### src/design/hexld_pkg.sv
// Package for the hex text loader: result kinds, character codes, reset
// constants, the result record and the hex digit decoder.
// No dependencies; used by hex_text_memory_loader.
package hexld_pkg;

    // Default width of the internal address arithmetic
    localparam int ADDR_BITS_DEFAULT = 32;

    // Segment base used before any '@' address arrives
    localparam logic [31:0] START_BASE_RESET = 32'(64 * 1024);

    // Progress is flagged each time the count crosses a 1024-byte boundary
    localparam int PROGRESS_STEP      = 1024;
    localparam int PROGRESS_STEP_BITS = $clog2(PROGRESS_STEP);

    // Character codes
    localparam logic [7:0] CHAR_NUL   = 8'h00;
    localparam logic [7:0] CHAR_AT    = 8'h40;
    localparam logic [7:0] CHAR_SPACE = 8'h20;
    localparam logic [7:0] CHAR_TAB   = 8'h09;
    localparam logic [7:0] CHAR_CR    = 8'h0D;
    localparam logic [7:0] CHAR_LF    = 8'h0A;
    localparam logic [7:0] CHAR_ZERO  = 8'h30;
    localparam logic [7:0] CHAR_NINE  = 8'h39;
    localparam logic [7:0] CHAR_LA    = 8'h61;
    localparam logic [7:0] CHAR_LF_HI = 8'h66;
    localparam logic [7:0] CHAR_UA    = 8'h41;
    localparam logic [7:0] CHAR_UF    = 8'h46;
    localparam logic [7:0] DIGIT_TEN  = 8'd10;

    // Result kinds
    typedef enum logic [2:0] {
        KIND_WRITE    = 3'd0,
        KIND_SEGMENT  = 3'd1,
        KIND_RUN      = 3'd2,
        KIND_BAD_CHAR = 3'd3,
        KIND_BAD_PAIR = 3'd4
    } t_kind;

    // One result item
    typedef struct packed {
        t_kind       kind;
        logic [31:0] mem_address;
        logic [7:0]  mem_data;
        logic        progress_mark;
        logic [31:0] bytes_written;
        logic [31:0] segment_base;
        logic [7:0]  bad_first;
        logic [7:0]  bad_second;
    } t_result;

    // Decoded hex digit
    typedef struct packed {
        logic       valid;
        logic [3:0] value;
    } t_digit;

    function automatic t_digit hex_digit(input logic [7:0] c);
        t_digit d;
        logic [7:0] v;
        d.valid = 1'b1;
        v       = 8'd0;
        if (c >= CHAR_ZERO && c <= CHAR_NINE) begin
            v = c - CHAR_ZERO;
        end else if (c >= CHAR_LA && c <= CHAR_LF_HI) begin
            v = c - CHAR_LA + DIGIT_TEN;
        end else if (c >= CHAR_UA && c <= CHAR_UF) begin
            v = c - CHAR_UA + DIGIT_TEN;
        end else begin
            d.valid = 1'b0;
        end
        d.value = v[3:0];
        return d;
    endfunction

endpackage

### src/design/hex_text_memory_loader.sv
// A result is registered in the output register, or in the skid entry while the
// output is held. Throughput: one character per cycle while the skid is empty.
// The per-character decode and one base-plus-count add set the cycle time;
// a one-entry skid stage keeps input transfers going while a result is held.
// Reset (synchronous, i_rst_n low) returns to the idle phase with base 0x10000,
// count zero and both result stages empty.
// Top level of the hex text loader; depends on hexld_pkg.
module hex_text_memory_loader #(
    parameter int ADDR_BITS = hexld_pkg::ADDR_BITS_DEFAULT
) (
    input  logic        i_clk,
    input  logic        i_rst_n,
    // character input channel
    input  logic        i_valid,
    output logic        o_stall,
    input  logic [7:0]  i_in_char,
    // result channel
    output logic        o_valid,
    input  logic        i_stall,
    output logic [2:0]  o_kind,
    output logic [31:0] o_mem_address,
    output logic [7:0]  o_mem_data,
    output logic        o_progress_mark,
    output logic [31:0] o_bytes_written,
    output logic [31:0] o_segment_base,
    output logic [7:0]  o_bad_first,
    output logic [7:0]  o_bad_second,
    // start base register write
    input  logic        i_cfg_valid,
    output logic        o_cfg_ready,
    input  logic [31:0] i_cfg_data
);

    typedef enum logic [1:0] {
        PH_IDLE,
        PH_ADDR,
        PH_SECOND,
        PH_DONE
    } t_phase;

    t_phase                 r_phase, n_phase;
    logic [ADDR_BITS-1:0]   r_acc, n_acc;
    logic [ADDR_BITS-1:0]   r_base, n_base;
    logic [31:0]            r_count, n_count;
    logic [7:0]             r_held, n_held;

    logic                   r_out_valid, r_skid_valid;
    hexld_pkg::t_result     r_out, r_skid, n_result;
    logic                   n_has_result;

    logic                   in_xfer, out_free;
    hexld_pkg::t_digit      cur_digit, held_digit;
    logic [ADDR_BITS-1:0]   write_addr;
    logic [63:0]            write_addr_wide, base_wide;

    assign in_xfer     = i_valid && !o_stall;
    assign out_free    = !r_out_valid || !i_stall;
    assign o_stall     = r_skid_valid;
    assign o_cfg_ready = 1'b1;

    assign cur_digit  = hexld_pkg::hex_digit(i_in_char);
    assign held_digit = hexld_pkg::hex_digit(r_held);

    // write address wraps at ADDR_BITS, reported in the low 32 bits
    assign write_addr      = r_base + ADDR_BITS'(r_count);
    assign write_addr_wide = 64'(write_addr);
    assign base_wide       = 64'(r_base);

    // per-character parse
    always_comb begin
        n_phase      = r_phase;
        n_acc        = r_acc;
        n_base       = r_base;
        n_count      = r_count;
        n_held       = r_held;
        n_has_result = 1'b0;
        n_result     = '0;
        unique case (r_phase)
            PH_DONE: begin
            end
            PH_ADDR: begin
                if (cur_digit.valid) begin
                    n_acc = {r_acc[ADDR_BITS-5:0], cur_digit.value};
                end else begin
                    n_base  = r_acc;
                    n_count = '0;
                    n_phase = PH_IDLE;
                end
            end
            PH_SECOND: begin
                n_phase      = PH_IDLE;
                n_has_result = 1'b1;
                if (cur_digit.valid && held_digit.valid) begin
                    n_result.kind          = hexld_pkg::KIND_WRITE;
                    n_result.mem_address   = write_addr_wide[31:0];
                    n_result.mem_data      = {held_digit.value, cur_digit.value};
                    n_result.progress_mark =
                        (r_count[hexld_pkg::PROGRESS_STEP_BITS-1:0] == '0);
                    n_count = r_count + 32'd1;
                end else begin
                    n_result.kind       = hexld_pkg::KIND_BAD_PAIR;
                    n_result.bad_first  = r_held;
                    n_result.bad_second = i_in_char;
                end
            end
            default: begin
                if (i_in_char == hexld_pkg::CHAR_NUL) begin
                    n_has_result           = 1'b1;
                    n_result.kind          = hexld_pkg::KIND_RUN;
                    n_result.bytes_written = r_count;
                    n_result.segment_base  = base_wide[31:0];
                    n_phase                = PH_DONE;
                end else if (i_in_char == hexld_pkg::CHAR_AT) begin
                    // report the finished segment only if it holds bytes
                    if (r_count != '0) begin
                        n_has_result           = 1'b1;
                        n_result.kind          = hexld_pkg::KIND_SEGMENT;
                        n_result.bytes_written = r_count;
                        n_result.segment_base  = base_wide[31:0];
                    end
                    n_acc   = '0;
                    n_phase = PH_ADDR;
                end else if (cur_digit.valid) begin
                    n_held  = i_in_char;
                    n_phase = PH_SECOND;
                end else if (i_in_char == hexld_pkg::CHAR_SPACE ||
                             i_in_char == hexld_pkg::CHAR_TAB ||
                             i_in_char == hexld_pkg::CHAR_CR ||
                             i_in_char == hexld_pkg::CHAR_LF) begin
                end else begin
                    n_has_result       = 1'b1;
                    n_result.kind      = hexld_pkg::KIND_BAD_CHAR;
                    n_result.bad_first = i_in_char;
                end
            end
        endcase
    end

    // parser state, output register and one skid entry behind it;
    // a configuration write reloads the base
    always_ff @(posedge i_clk) begin
        if (!i_rst_n) begin
            r_phase      <= PH_IDLE;
            r_acc        <= '0;
            r_base       <= ADDR_BITS'(hexld_pkg::START_BASE_RESET);
            r_count      <= '0;
            r_held       <= '0;
            r_out_valid  <= 1'b0;
            r_skid_valid <= 1'b0;
        end else begin
            if (i_cfg_valid && o_cfg_ready) begin
                r_base <= ADDR_BITS'(i_cfg_data);
            end else if (in_xfer) begin
                r_phase <= n_phase;
                r_acc   <= n_acc;
                r_base  <= n_base;
                r_count <= n_count;
                r_held  <= n_held;
            end

            if (out_free) begin
                if (r_skid_valid) begin
                    r_out_valid  <= 1'b1;
                    r_out        <= r_skid;
                    r_skid_valid <= 1'b0;
                end else if (in_xfer && n_has_result) begin
                    r_out_valid <= 1'b1;
                    r_out       <= n_result;
                end else begin
                    r_out_valid <= 1'b0;
                end
            end else if (in_xfer && n_has_result) begin
                r_skid_valid <= 1'b1;
                r_skid       <= n_result;
            end
        end
    end

    assign o_valid         = r_out_valid;
    assign o_kind          = r_out.kind;
    assign o_mem_address   = r_out.mem_address;
    assign o_mem_data      = r_out.mem_data;
    assign o_progress_mark = r_out.progress_mark;
    assign o_bytes_written = r_out.bytes_written;
    assign o_segment_base  = r_out.segment_base;
    assign o_bad_first     = r_out.bad_first;
    assign o_bad_second    = r_out.bad_second;

endmodule
### config.mk
export PLATFORM = sky130hd
export DESIGN_NAME = hex_text_memory_loader
export DESIGN_NICKNAME = d
export VERILOG_FILES = /design/src/design/hexld_pkg.sv /design/src/design/hex_text_memory_loader.sv
export SDC_FILE = /design/constraint.sdc
export NUM_CORES = 1
export LEC_CHECK = 0
export BUFFER_PORTS_ARGS = -buffer_cell sky130_fd_sc_hd__buf_2
export CAP_MARGIN = 20
export CORE_ASPECT_RATIO = 0.8
export CORE_MARGIN = 8
export CORE_UTILIZATION = 30
export DETAILED_ROUTE_END_ITERATION = 10
export GPL_ROUTABILITY_DRIVEN = 0
export GPL_TIMING_DRIVEN = 1
export PLACE_DENSITY = 0.46
export SLEW_MARGIN = 20
export SYNTH_ARGS = -nofsm -noshare
export SYNTH_HDL_FRONTEND = slang
export SYNTH_SLANG_ARGS = --single-unit
### constraint.sdc
create_clock -name i_clk -period 7.93 [get_ports i_clk]
set_input_delay 0 -clock i_clk [delete_from_list [all_inputs] [get_ports i_clk]]
set_output_delay 0 -clock i_clk [all_outputs]
set_load 0.02 [all_outputs]
# After elaboration in Yosys (flattened, before gate mapping)
# Index checks and enable logic that the tools add are counted.
dict set report classes {
  muxes 58
  addsub 12
  shifts 0
  div_mod_pow 0
  reduce_logical 36
  bitwise_logic 8
  magnitude_cmp 12
  eq_ne 13
  n_mul 0
}
# cell count
set ops {}
lappend ops {{32-bit two-way mux} 9}
lappend ops {{64-bit two-way mux} 4}
lappend ops {{124-bit two-way mux} 2}
lappend ops {{32-bit one-hot mux with 2 select lines} 2}
lappend ops {{41-bit two-way mux} 2}
lappend ops {{8-bit two-way mux} 5}
lappend ops {{32-bit by 1-bit adder with 32-bit output (second input constant)} 1}
lappend ops {{32-bit adder} 1}
lappend ops {{8-bit by 7-bit >= comparator with 1-bit output (second input constant)} 4}
lappend ops {{8-bit by 7-bit <= comparator with 1-bit output (second input constant)} 4}
lappend ops {{32-bit nonzero test} 1}
lappend ops {{8-bit by 4-bit == test with 1-bit output (second input constant)} 3}
lappend ops {{4-bit two-way mux} 6}
lappend ops {{4-bit by 1-bit subtractor with 4-bit output (second input constant)} 6}
lappend ops {{4-bit adder (second input constant)} 4}
lappend ops {{8-bit by 6-bit >= comparator with 1-bit output (second input constant)} 2}
lappend ops {{8-bit by 6-bit <= comparator with 1-bit output (second input constant)} 2}
lappend ops {{16-bit two-way mux} 1}
lappend ops {{8-bit one-hot mux with 2 select lines} 1}
lappend ops {{1-bit two-way mux} 14}
lappend ops {{2-bit two-way mux} 6}
lappend ops {{6-bit AND reduction} 2}
lappend ops {{10-bit zero test} 1}
lappend ops {{5-bit AND reduction} 2}
lappend ops {{other kinds (20)} 54}
dict set report word_totals {
  mem_count 0
  mem_bits_rw 0
  latch_bits 0
  out_inout_bits 127
  romBits 0
  regBits 356
  wordCells 162
}

# Longest topological paths before layout
# Gate-level depths: netlist of run 1.
dict set report depth {
  ltp_word 12
  depth_mapped 11
  mapped_depth_nobuf 10
}

# Worst setup path after synthesis of run 1
# No wires, ideal clock.
dict set report synth_path {
  path_kind {input to register}
  start {in i_in_char[0]}
  end {reg r_out (netlist bit o_bad_first[0]) (enable)}
  t_arrival_ns 6.761
  setup_time_ns 0.608
  slack_ns 0.561
  stages 10
  required_ns 7.322
  path_buffers 0
  cell_sequence {inv_1 -> ha_1 -> nor3b_1 -> a311oi_2 -> a21o_1 -> nor4b_2 -> a21oi_1 -> a21oi_1 -> nor2_1 -> nor2_1}
}
dict set report synth_between {
  elab_chain_cells 12
}
# element line_no
set synth_lines {}
lappend synth_lines {{start: declaration} hex_text_memory_loader.sv:16} ;# input logic [7:0] i_in_char,
lappend synth_lines {{8-bit by 7-bit >= comparator with 1-bit output, or another cell as far along} hexld_pkg.sv:67} ;# end else if (c >= CHAR_UA && c <= CHAR_UF) begin
lappend synth_lines {{1-bit logical AND / 1-bit logical OR (equally long branches)} {hexld_pkg.sv:67, hex_text_memory_loader.sv:126}}
lappend synth_lines {{1-bit two-way mux / 1-bit logical OR (equally long branches)} {hexld_pkg.sv:67, hex_text_memory_loader.sv:127}}
lappend synth_lines {{1-bit two-way mux / 1-bit logical OR (equally long branches)} {hexld_pkg.sv:65, hex_text_memory_loader.sv:128}}
lappend synth_lines {{1-bit two-way mux, on equally long branches} {hexld_pkg.sv:63, hex_text_memory_loader.sv:126}}
lappend synth_lines {{1-bit two-way mux} hex_text_memory_loader.sv:123} ;# end else if (cur_digit.valid) begin
lappend synth_lines {{1-bit two-way mux} hex_text_memory_loader.sv:113} ;# end else if (i_in_char == hexld_pkg::CHAR_AT) begin
lappend synth_lines {{1-bit two-way mux (*)} hex_text_memory_loader.sv:107} ;# if (i_in_char == hexld_pkg::CHAR_NUL) begin
lappend synth_lines {{1-bit one-hot mux with 2 select lines (*)} hex_text_memory_loader.sv:78} ;# unique case (r_phase)
lappend synth_lines {{1-bit logical AND (*)} hex_text_memory_loader.sv:166} ;# end else if (in_xfer && n_has_result) begin
lappend synth_lines {{2-bit nonzero test (no line) (*)} -}
lappend synth_lines {{3-bit AND reduction (no line) (*)} -}
lappend synth_lines {{end signal: assignment} hex_text_memory_loader.sv:164} ;# r_out <= r_skid;
lappend synth_lines {{end signal: assignment} hex_text_memory_loader.sv:168} ;# r_out <= n_result;
lappend synth_lines {{end: declaration} hex_text_memory_loader.sv:48} ;# hexld_pkg::t_result r_out, r_skid, n_result;
# Every way passes the cells marked *; elsewhere a longest branch is shown, timed or not.
# A chain may end at the register's enable or synchronous reset.

# Final worst setup path of run 1
dict set report layout_path {
  start {in i_in_char[0]}
  end {reg r_out (netlist bit o_segment_base[25]) (enable)}
}
# The elaborated chain is that of the path after synthesis.

==> impl_results.md, run 1 <==
* Number of synthesized register bits at around 360
* Initial core utilization at 0.302
* Worst-path clk slew at 0.06 ns
* Worst path slowest cell: buf_4
* Worst flop-to-flop path endpoint: o_bad_first[7]$_DFFE_PP_
* Routed Wire Length at between 40 and 50 mm
* Most frequent cell after synthesis: edfxtp_1
* Filler instances at ~5300
* Ant diodes at 0
* Sequential area share after synthesis at 0.591
* Via count at 11126
* Cts repair resizes at 0
* Max_cap viols at 0
* Leading post-synthesis cells by cell area: edfxtp_1 (46%), dfxtp_1 (13%), mux2_2 (6.3%), ha_1 (3.4%), and2_1 (3.1%)
* Most frequent cells after synthesis: edfxtp_1 (248), dfxtp_1 (108), nor2_1 (93), mux2_2 (91), and2_1 (80)
* Max frequency at 257 MHz
* CTS root buf: clkbuf_16
* Crit Path Max Fanout at 59
* R2R setup slack at ~4.3 ns
* Clock sink count at around 360
* Crit path from: i_in_char[0]
* Die Width at around 280 um
* Syn nets at 1414
* Post-layout min period at just under 4 ns
* Final slew viol count at 0
* Routed Antenna Nets at 0
* Core footprint at between 0.05 and 0.06 mm2
* Largest stage delay, worst path at between 0.6 and 0.7 ns
* CP Depth at 14
* Worst Setup EP: o_segment_base[25]$_DFFE_PP_
* Status: finished, final reports clean
* Share of layout cells above drive strength 1 at 0.230
* Clock Tree Buf Depth at 3
* Syn Area/Cell at 12.3 um2
* Final-report setup violation count at 0
* Remaining Overflow, GRT at 0
* Clock Skew at around 0.023 ns
* Setup Fix Bufs, Post-CTS at 0
* Path depth of the worst reg2reg path at 10
* CTS tree: yes
* Hold Slack at roughly 0.13 ns
* Post-synth EDFFs at 248
* Die area at approximately 0.062 mm2
* Mean routed wirelength per cell at 20.9 um
* Total negative slack at 0 ns
* Crit path buf inv count at 5
* Hold-fix buffers at CTS at ~40
* Top-area cell type share of the netlist area at 0.458
* R2r startpoint: r_held[1]$_SDFFE_PN0P_
* Pwr Density at 212 mW/mm2
* Setup Crit Path Kind: in -> reg
* Buffers on Ports at 170
* Crit path capture type: flop
* Post-synthesis cell type count at 70
* Rows at 76
* Crit-path leading delay family: buffers and inverters
* H-tree levels at 2
* Slew @ Worst Pin at 1.07 ns
* Iteration-0 DRC Markers at roughly 1000
* Largest net degree at the start of global routing at 80
* Worst-Skew Late Latency at about 0.56 ns
* Post-synthesis cell area at ~0.016 mm2
* Initial antenna violation count at 0
* Final nets at roughly 1600
* Worst path required time at ~8 ns
* Vias in the first global route at 10838
* CTS buffer count at 41
* Final Hold Fails at 0
* IO Count at 172
* Class of the tightest hold or removal check: in -> reg
* Leakage at just over 7 nW
* Worst Setup Start Kind: input port
* Ys Warns at 0
* Vias per Instance at between 4 and 5
* DRC violations left at 0
* Slew margin rel. at 0.284
* Asr flop ratio synth at 0
* Post-synth top flop: edfxtp_1
* Cell Chain, Critical Path: dlygate4sd3_1 > buf_2 > inv_1 > ha_1 > nor3b_1 > a311oi_2 > a21o_1 > nor4b_2 > a21oi_1 > a21oi_1 > nor2_1 > nor2_4 > buf_4 > buf_4
* Final period util at 0.491
* Die height at 224 um
* Worst vdd ir at 84.4 uV
* First-pass detailed-route iteration total at 8
* Area Growth Syn to Fin at 20.4%
* Cells after synthesis at roughly 1300
* Gr usage total at 0.147
* Worst EP arrival at a little over 4 ns
* Global-route wire length before repair at between 70 and 80 mm
* Synth area leader: edfxtp_1
* Post-DP HPWL at 32.6 mm
* RSZ-0062 raised after global routing: false
cell usage in the layout (no fill, tap or decap), types with 7 or more instances in the layout:
master           n
a21o_1          17
a21oi_1         39
a222oi_1        29
a22o_1           8
a22oi_1         29
and2_1          80
and3_1          16
buf_2          170
buf_4           11
clkbuf_1        12
clkbuf_16       43
clkinv_1         7
dfxtp_1        107
dlygate4sd3_1   41
edfxtp_1       248
ha_1            44
inv_1           22
mux2_2          91
nand2_1         71
nand2b_1        10
nand3_1         21
nor2_1          89
nor2b_1         78
nor3_1          21
nor4_1          12
o21a_1           8
o21ai_0         24
o31ai_1         30
or3_1            7
xnor2_1         39
xor2_1          18
stage by stage:
| step | utilization | instances | instance area (um2) | setup slack (ns) | total power (W) |
|---|---|---|---|---|---|
| after global placement | 0.332 | 2137 | 17800 | 3.80 | 0.00233 |
| after CTS | 0.364 | 2253 | 19500 | 3.78 | 0.00422 |
| final | 0.364 | 2254 | 19600 | 4.04 | 0.00415 |
| after detailed placement | 0.332 | 2137 | 17800 | 3.74 | 0.00233 |
| after global routing | 0.364 | 2254 | 19600 | 3.73 | 0.00430 |
| after floorplan | - | 1324 | 16300 | 0.561 | 0.00224 |
layer usage:
layer  GRT usage  routed length, um
met1       0.223              24400
met2       0.206              19300
met3      0.0306               2370
met4      0.0448               1020
met5           0                  0
power by group:
| group | switching [W] | internal (W) | leakage (nW) | total (W) |
|---|---|---|---|---|
| Sequential | 0.0000231 | 0.00203 | 3.17 | 0.00205 |
| Combinational | 0.000159 | 0.0000922 | 3.36 | 0.000251 |
| Clock | 0.000764 | 0.00108 | 0.626 | 0.00184 |
cells by family (layout without fill, tap and decap cells):
| logic type | count (synthesis) | in the layout | synth area share |
|---|---|---|---|
| xor gates and xnor gates | 57 | 57 | 0.0307 |
| adders and majority gates | 45 | 45 | 0.0351 |
| AOI/OAI and AO/OA | 234 | 234 | 0.107 |
| other | 1 | 1 | 0.000231 |
| muxes | 97 | 97 | 0.0667 |
| DFF | 356 | 356 | 0.591 |
| and+or+nand+nor | 442 | 442 | 0.147 |
| buffers and inverters | 92 | 320 | 0.0220 |
worst min path at each step:
stage	start	end	slack (ns)	depth (start not counted)
after global routing	i_rst_n	r_skid[80]$_DFFE_PP_	0.12	2
after floorplan	i_cfg_data[30]	r_base[30]$_SDFFE_PN0P_	0.17	2
after global placement	i_cfg_data[31]	r_base[31]$_SDFFE_PN0P_	0.27	3
after detailed placement	i_cfg_data[31]	r_base[31]$_SDFFE_PN0P_	0.28	3
after CTS	i_rst_n	r_held[7]$_SDFFE_PN0P_	0.14	4
final	i_rst_n	r_skid[80]$_DFFE_PP_	0.13	2
layout make-up:
cell class | count | area, um2 | share of cell area
repair buffers | 223 | 1370 | 0.0701
flip-flops and latches | 356 | 9610 | 0.491
multi-input cells | 876 | 6340 | 0.324
inverters | 22 | 82.6 | 0.00422
well taps | 702 | 878 | 0.0449
clock inverters | 18 | 144 | 0.00735
clock buffers | 57 | 1150 | 0.0587
worst reg2reg max path, cell delays in order (launching register included):
cell and delay [ns]:
dfxtp_1 0.45, inv_1 0.12, ha_1 0.21, o21bai_1 0.27, a2111oi_4 0.16, a41oi_1 0.52
nor2_1 0.24, nor2b_1 0.63, and2_1 0.47, a22o_1 0.26, mux2_2 0.17
state kept, by name, summed over array words and instances, names as in the netlist, 8 cells and up:
name and count:
r_skid 124, r_base 32, o_mem_address 32, o_mem_data 8, o_segment_base 32, o_bytes_written 32, r_count 32, o_bad_second 8
o_bad_first 8, r_acc 32, r_held 8
(Power assumes the default switching activity.)
==> run 2: changes to the inputs <==
Settings changed: PLACE_DENSITY 0.46 to 0.44.
Clock period 7.93 ns to 3.76 ns, I/O delays scaled along.
==> run 2 against run 1 <==
Against the previous run:
- setup slack got worse by 3.7 ns
- die area unchanged
- clock-buffer cell count decreased by 3
- register-to-register slack got worse by 3.8 ns
- clock skew decreased by 0.0020 ns
- sequential cell count unchanged
- power increased by 120%
- first-iteration DRC count decreased by 26%
- worst hold slack improved by 0.064 ns
- critical path depth decreased by 1
- critical endpoint is now o_bytes_written[0]$_DFFE_PP_
- largest power group unchanged
==> impl_results.md, run 2 (same netlist as run 1, synthesis figures left out) <==
* Die height at 224 um (unchanged)
* CTS root buf: clkbuf_16 (unchanged)
* Worst hold endpoint: r_count[1]$_SDFFE_PN0P_ (was r_skid[80]$_DFFE_PP_)
* H-tree levels at 2 (unchanged)
* Vias in the first global route at 11052 (was 10838)
* Cell Chain, Critical Path: dlygate4sd3_1 > buf_2 > inv_1 > ha_1 > nand2b_1 > nor3_1 > nand2_1 > a31oi_1 > nor2_1 > nor2_4 > buf_4 > and2_1 > mux2_2 (was dlygate4sd3_1 > buf_2 > inv_1 > ha_1 > nor3b_1 > a311oi_2 > a21o_1 > nor4b_2 > a21oi_1 > a21oi_1 > nor2_1 > nor2_4 > buf_4 > buf_4)
* DRC violations left at 0 (unchanged)
* Slew @ Worst Pin at 0.983 ns (was 1.07 ns)
* Hold depth at 5 (was 2)
* Iteration-0 DRC Markers at 753 (was 1017)
* Global-route wire length before repair at 70.8 mm (was 70.9 mm)
* Worst-Skew Late Latency at 0.56 ns (about the same)
* Class of the tightest hold or removal check: in -> reg (unchanged)
* Status: finished, final reports clean (unchanged)
* Part of the power in registers at 0.476 (was 0.495)
* Crit path from: i_in_char[0] (unchanged)
* RSZ-0062 raised after global routing: false (unchanged)
* Worst flop-to-flop path endpoint: r_count[28]$_SDFFE_PN0P_ (was o_bad_first[7]$_DFFE_PP_)
* Post-layout min period at 3.44 ns
* HP Start: i_valid (was i_rst_n)
* Final slew viol count at 0 (unchanged)
* Slew margin rel. at 0.342 (was 0.284)
* Initial antenna violation count at 2 (was 0)
* Setup Crit Path Kind: in -> reg (unchanged)
* Combinational power share at 0.059 (was 0.061)
* Total negative slack at 0 ns (unchanged)
* Routed Wire Length at 47.2 mm (was 47.0 mm)
* Worst path required time at 4.18 ns (was 8.10 ns)
* CTS buffer count at 41 (unchanged)
* Commonest non-fill, non-tap cell in the layout: edfxtp_1 (unchanged)
* Clk pwr share at 0.464 (was 0.444)
* Max frequency at between 200 and 300 MHz
* Most frequent cells in the layout: edfxtp_1 (248), buf_2 (170), dfxtp_1 (107) (unchanged)
* Final-report setup violation count at 0 (unchanged)
* R2R setup slack at 0.50 ns (was 4.32 ns)
* Final nets at 1639 (was 1610)
* Largest net degree at the start of global routing at 78 (was 80)
* Buffers on Ports at 170 (unchanged)
* Clock Tree Buf Depth at 3 (unchanged)
* Largest stage delay, worst path at 0.54 ns (was 0.68 ns)
* IO Count at 172 (unchanged)
* Final Hold Fails at 0 (unchanged)
* Worst Setup Start Kind: input port (unchanged)
* Post-Route Utilization at 0.372 (was 0.364)
* Psw at 0.00206 W (was 0.000946 W)
* Worst-path clk slew at 0.06 ns (about the same)
* First-pass detailed-route iteration total at 8 (unchanged)
* Die Width at 276 um (unchanged)
* Area Growth Syn to Fin at 22.9% (was 20.4%)
* Remaining Overflow, GRT at 0 (unchanged)
* Max_cap viols at 0 (unchanged)
* R2r startpoint: r_held[1]$_SDFFE_PN0P_ (unchanged)
* Worst vdd ir at 228 uV (was 84.4 uV)
* Cts repair resizes at 0 (unchanged)
* CTS tree: yes (unchanged)
* Worst EP arrival at 3.87 ns (was 4.06 ns)
* Worst path slowest cell: nor3_1 (was buf_4)
* Gr usage total at 0.147 (about the same)
* Path depth of the worst reg2reg path at 11 (was 10)
* Rows at 76 (unchanged)
* Mean routed wirelength per cell at 20.7 um (was 20.9 um)
* Post-DP HPWL at 33.6 mm (was 32.6 mm)
* Die area at 0.0619 mm2 (unchanged)
* Crit path capture type: flop (unchanged)
* Crit Path Max Fanout at 45 (was 59)
* Sw frac at 0.227 (was 0.228)
* Final period util at 0.916
* Via count at 11123 (was 11126)
* Core footprint at 0.0537 mm2 (unchanged)
* Leakage at 7.40 nW (was 7.16 nW)
* Share of layout cells above drive strength 1 at 0.249 (was 0.230)
* Routed Antenna Nets at 0 (unchanged)
* Internal power at 0.00703 W (was 0.00320 W)
* Largest register FFs at 124 (unchanged)
* Largest reg by FF count: r_skid (unchanged)
* Initial core utilization at 0.302 (unchanged)
* Clock Skew at 0.0210 ns (was 0.0230 ns)
* Pwr Density at 455 mW/mm2 (was 212 mW/mm2)
* Vias per Instance at 4.87 (was 4.94)
* Clock sink count at 356 (unchanged)
## run 2: repair_timing
item	in CTS	in global routing
endpoints found under the hold margin	63	0
buffers inserted	0	0
hold buffers	42	0
## run 2: layer usage
metal,vias to the layer above,GRT usage,share of wire
met5,-,0,0
met3,58,0.0275,0.040
met1,5452,0.222,0.52
met2,215,0.212,0.42
li1,5398,-,-
met4,0,0.0365,0.017
## run 2: final cells by class
type / instances / area [um2]
antenna: 1 / 2.50
timing repair buffer: 252 / 1650
fill: 5250 / 33700
clock inverter: 21 / 279
clock buffer: 54 / 1130
sequential: 356 / 9610
multi-input combinational: 876 / 6350
inverter: 22 / 82.6
tap: 702 / 878
## run 2: worst max path at each step
stage | endpoint | slack [ns] | depth (start not counted)
floorplan | o_bad_first[0]$_DFFE_PP_ | 0.02 | 10
global placement | o_bytes_written[0]$_DFFE_PP_ | 0.31 | 10
detailed placement | o_bytes_written[0]$_DFFE_PP_ | 0.29 | 12
CTS | o_bytes_written[0]$_DFFE_PP_ | 0.32 | 13
global route | o_bytes_written[0]$_DFFE_PP_ | 0.13 | 13
finish | o_bytes_written[0]$_DFFE_PP_ | 0.32 | 13
## run 2: worst max-delay path: cells and delay by family
family | cells | cell delay, ns
and+or+nand+nor | 6 | 1.75
muxes | 1 | 0.22
adders and majority gates | 1 | 0.21
buffers and inverters | 4 | 1.32
AOI/OAI and AO/OA | 1 | 0.36
## run 2: power groups by stage
| stage | sequential, W | clock, W | combinational (W) |
|---|---|---|---|
| 2_1_floorplan | 0.00448 | 0 | 0.000234 |
| 3_3_place_gp | 0.00442 | 0 | 0.000510 |
| 3_5_place_dp | 0.00442 | 0 | 0.000510 |
| 4_1_cts | 0.00433 | 0.00435 | 0.000549 |
| 5_1_grt | 0.00434 | 0.00449 | 0.000584 |
| 6_report | 0.00433 | 0.00422 | 0.000539 |
## run 2: per-stage QoR
step | cells | cell area [um2] | hold slack, ns | total power (W) | worst slack, ns
floorplan | 1324 | 16300 | 0.169 | 0.00471 | 0.0153
global placement | 2166 | 18100 | 0.264 | 0.00493 | 0.306
detailed placement | 2166 | 18100 | 0.269 | 0.00493 | 0.291
CTS | 2283 | 20000 | 0.137 | 0.00924 | 0.318
global route | 2284 | 20000 | 0.209 | 0.00941 | 0.134
finish | 2284 | 20000 | 0.190 | 0.00909 | 0.316
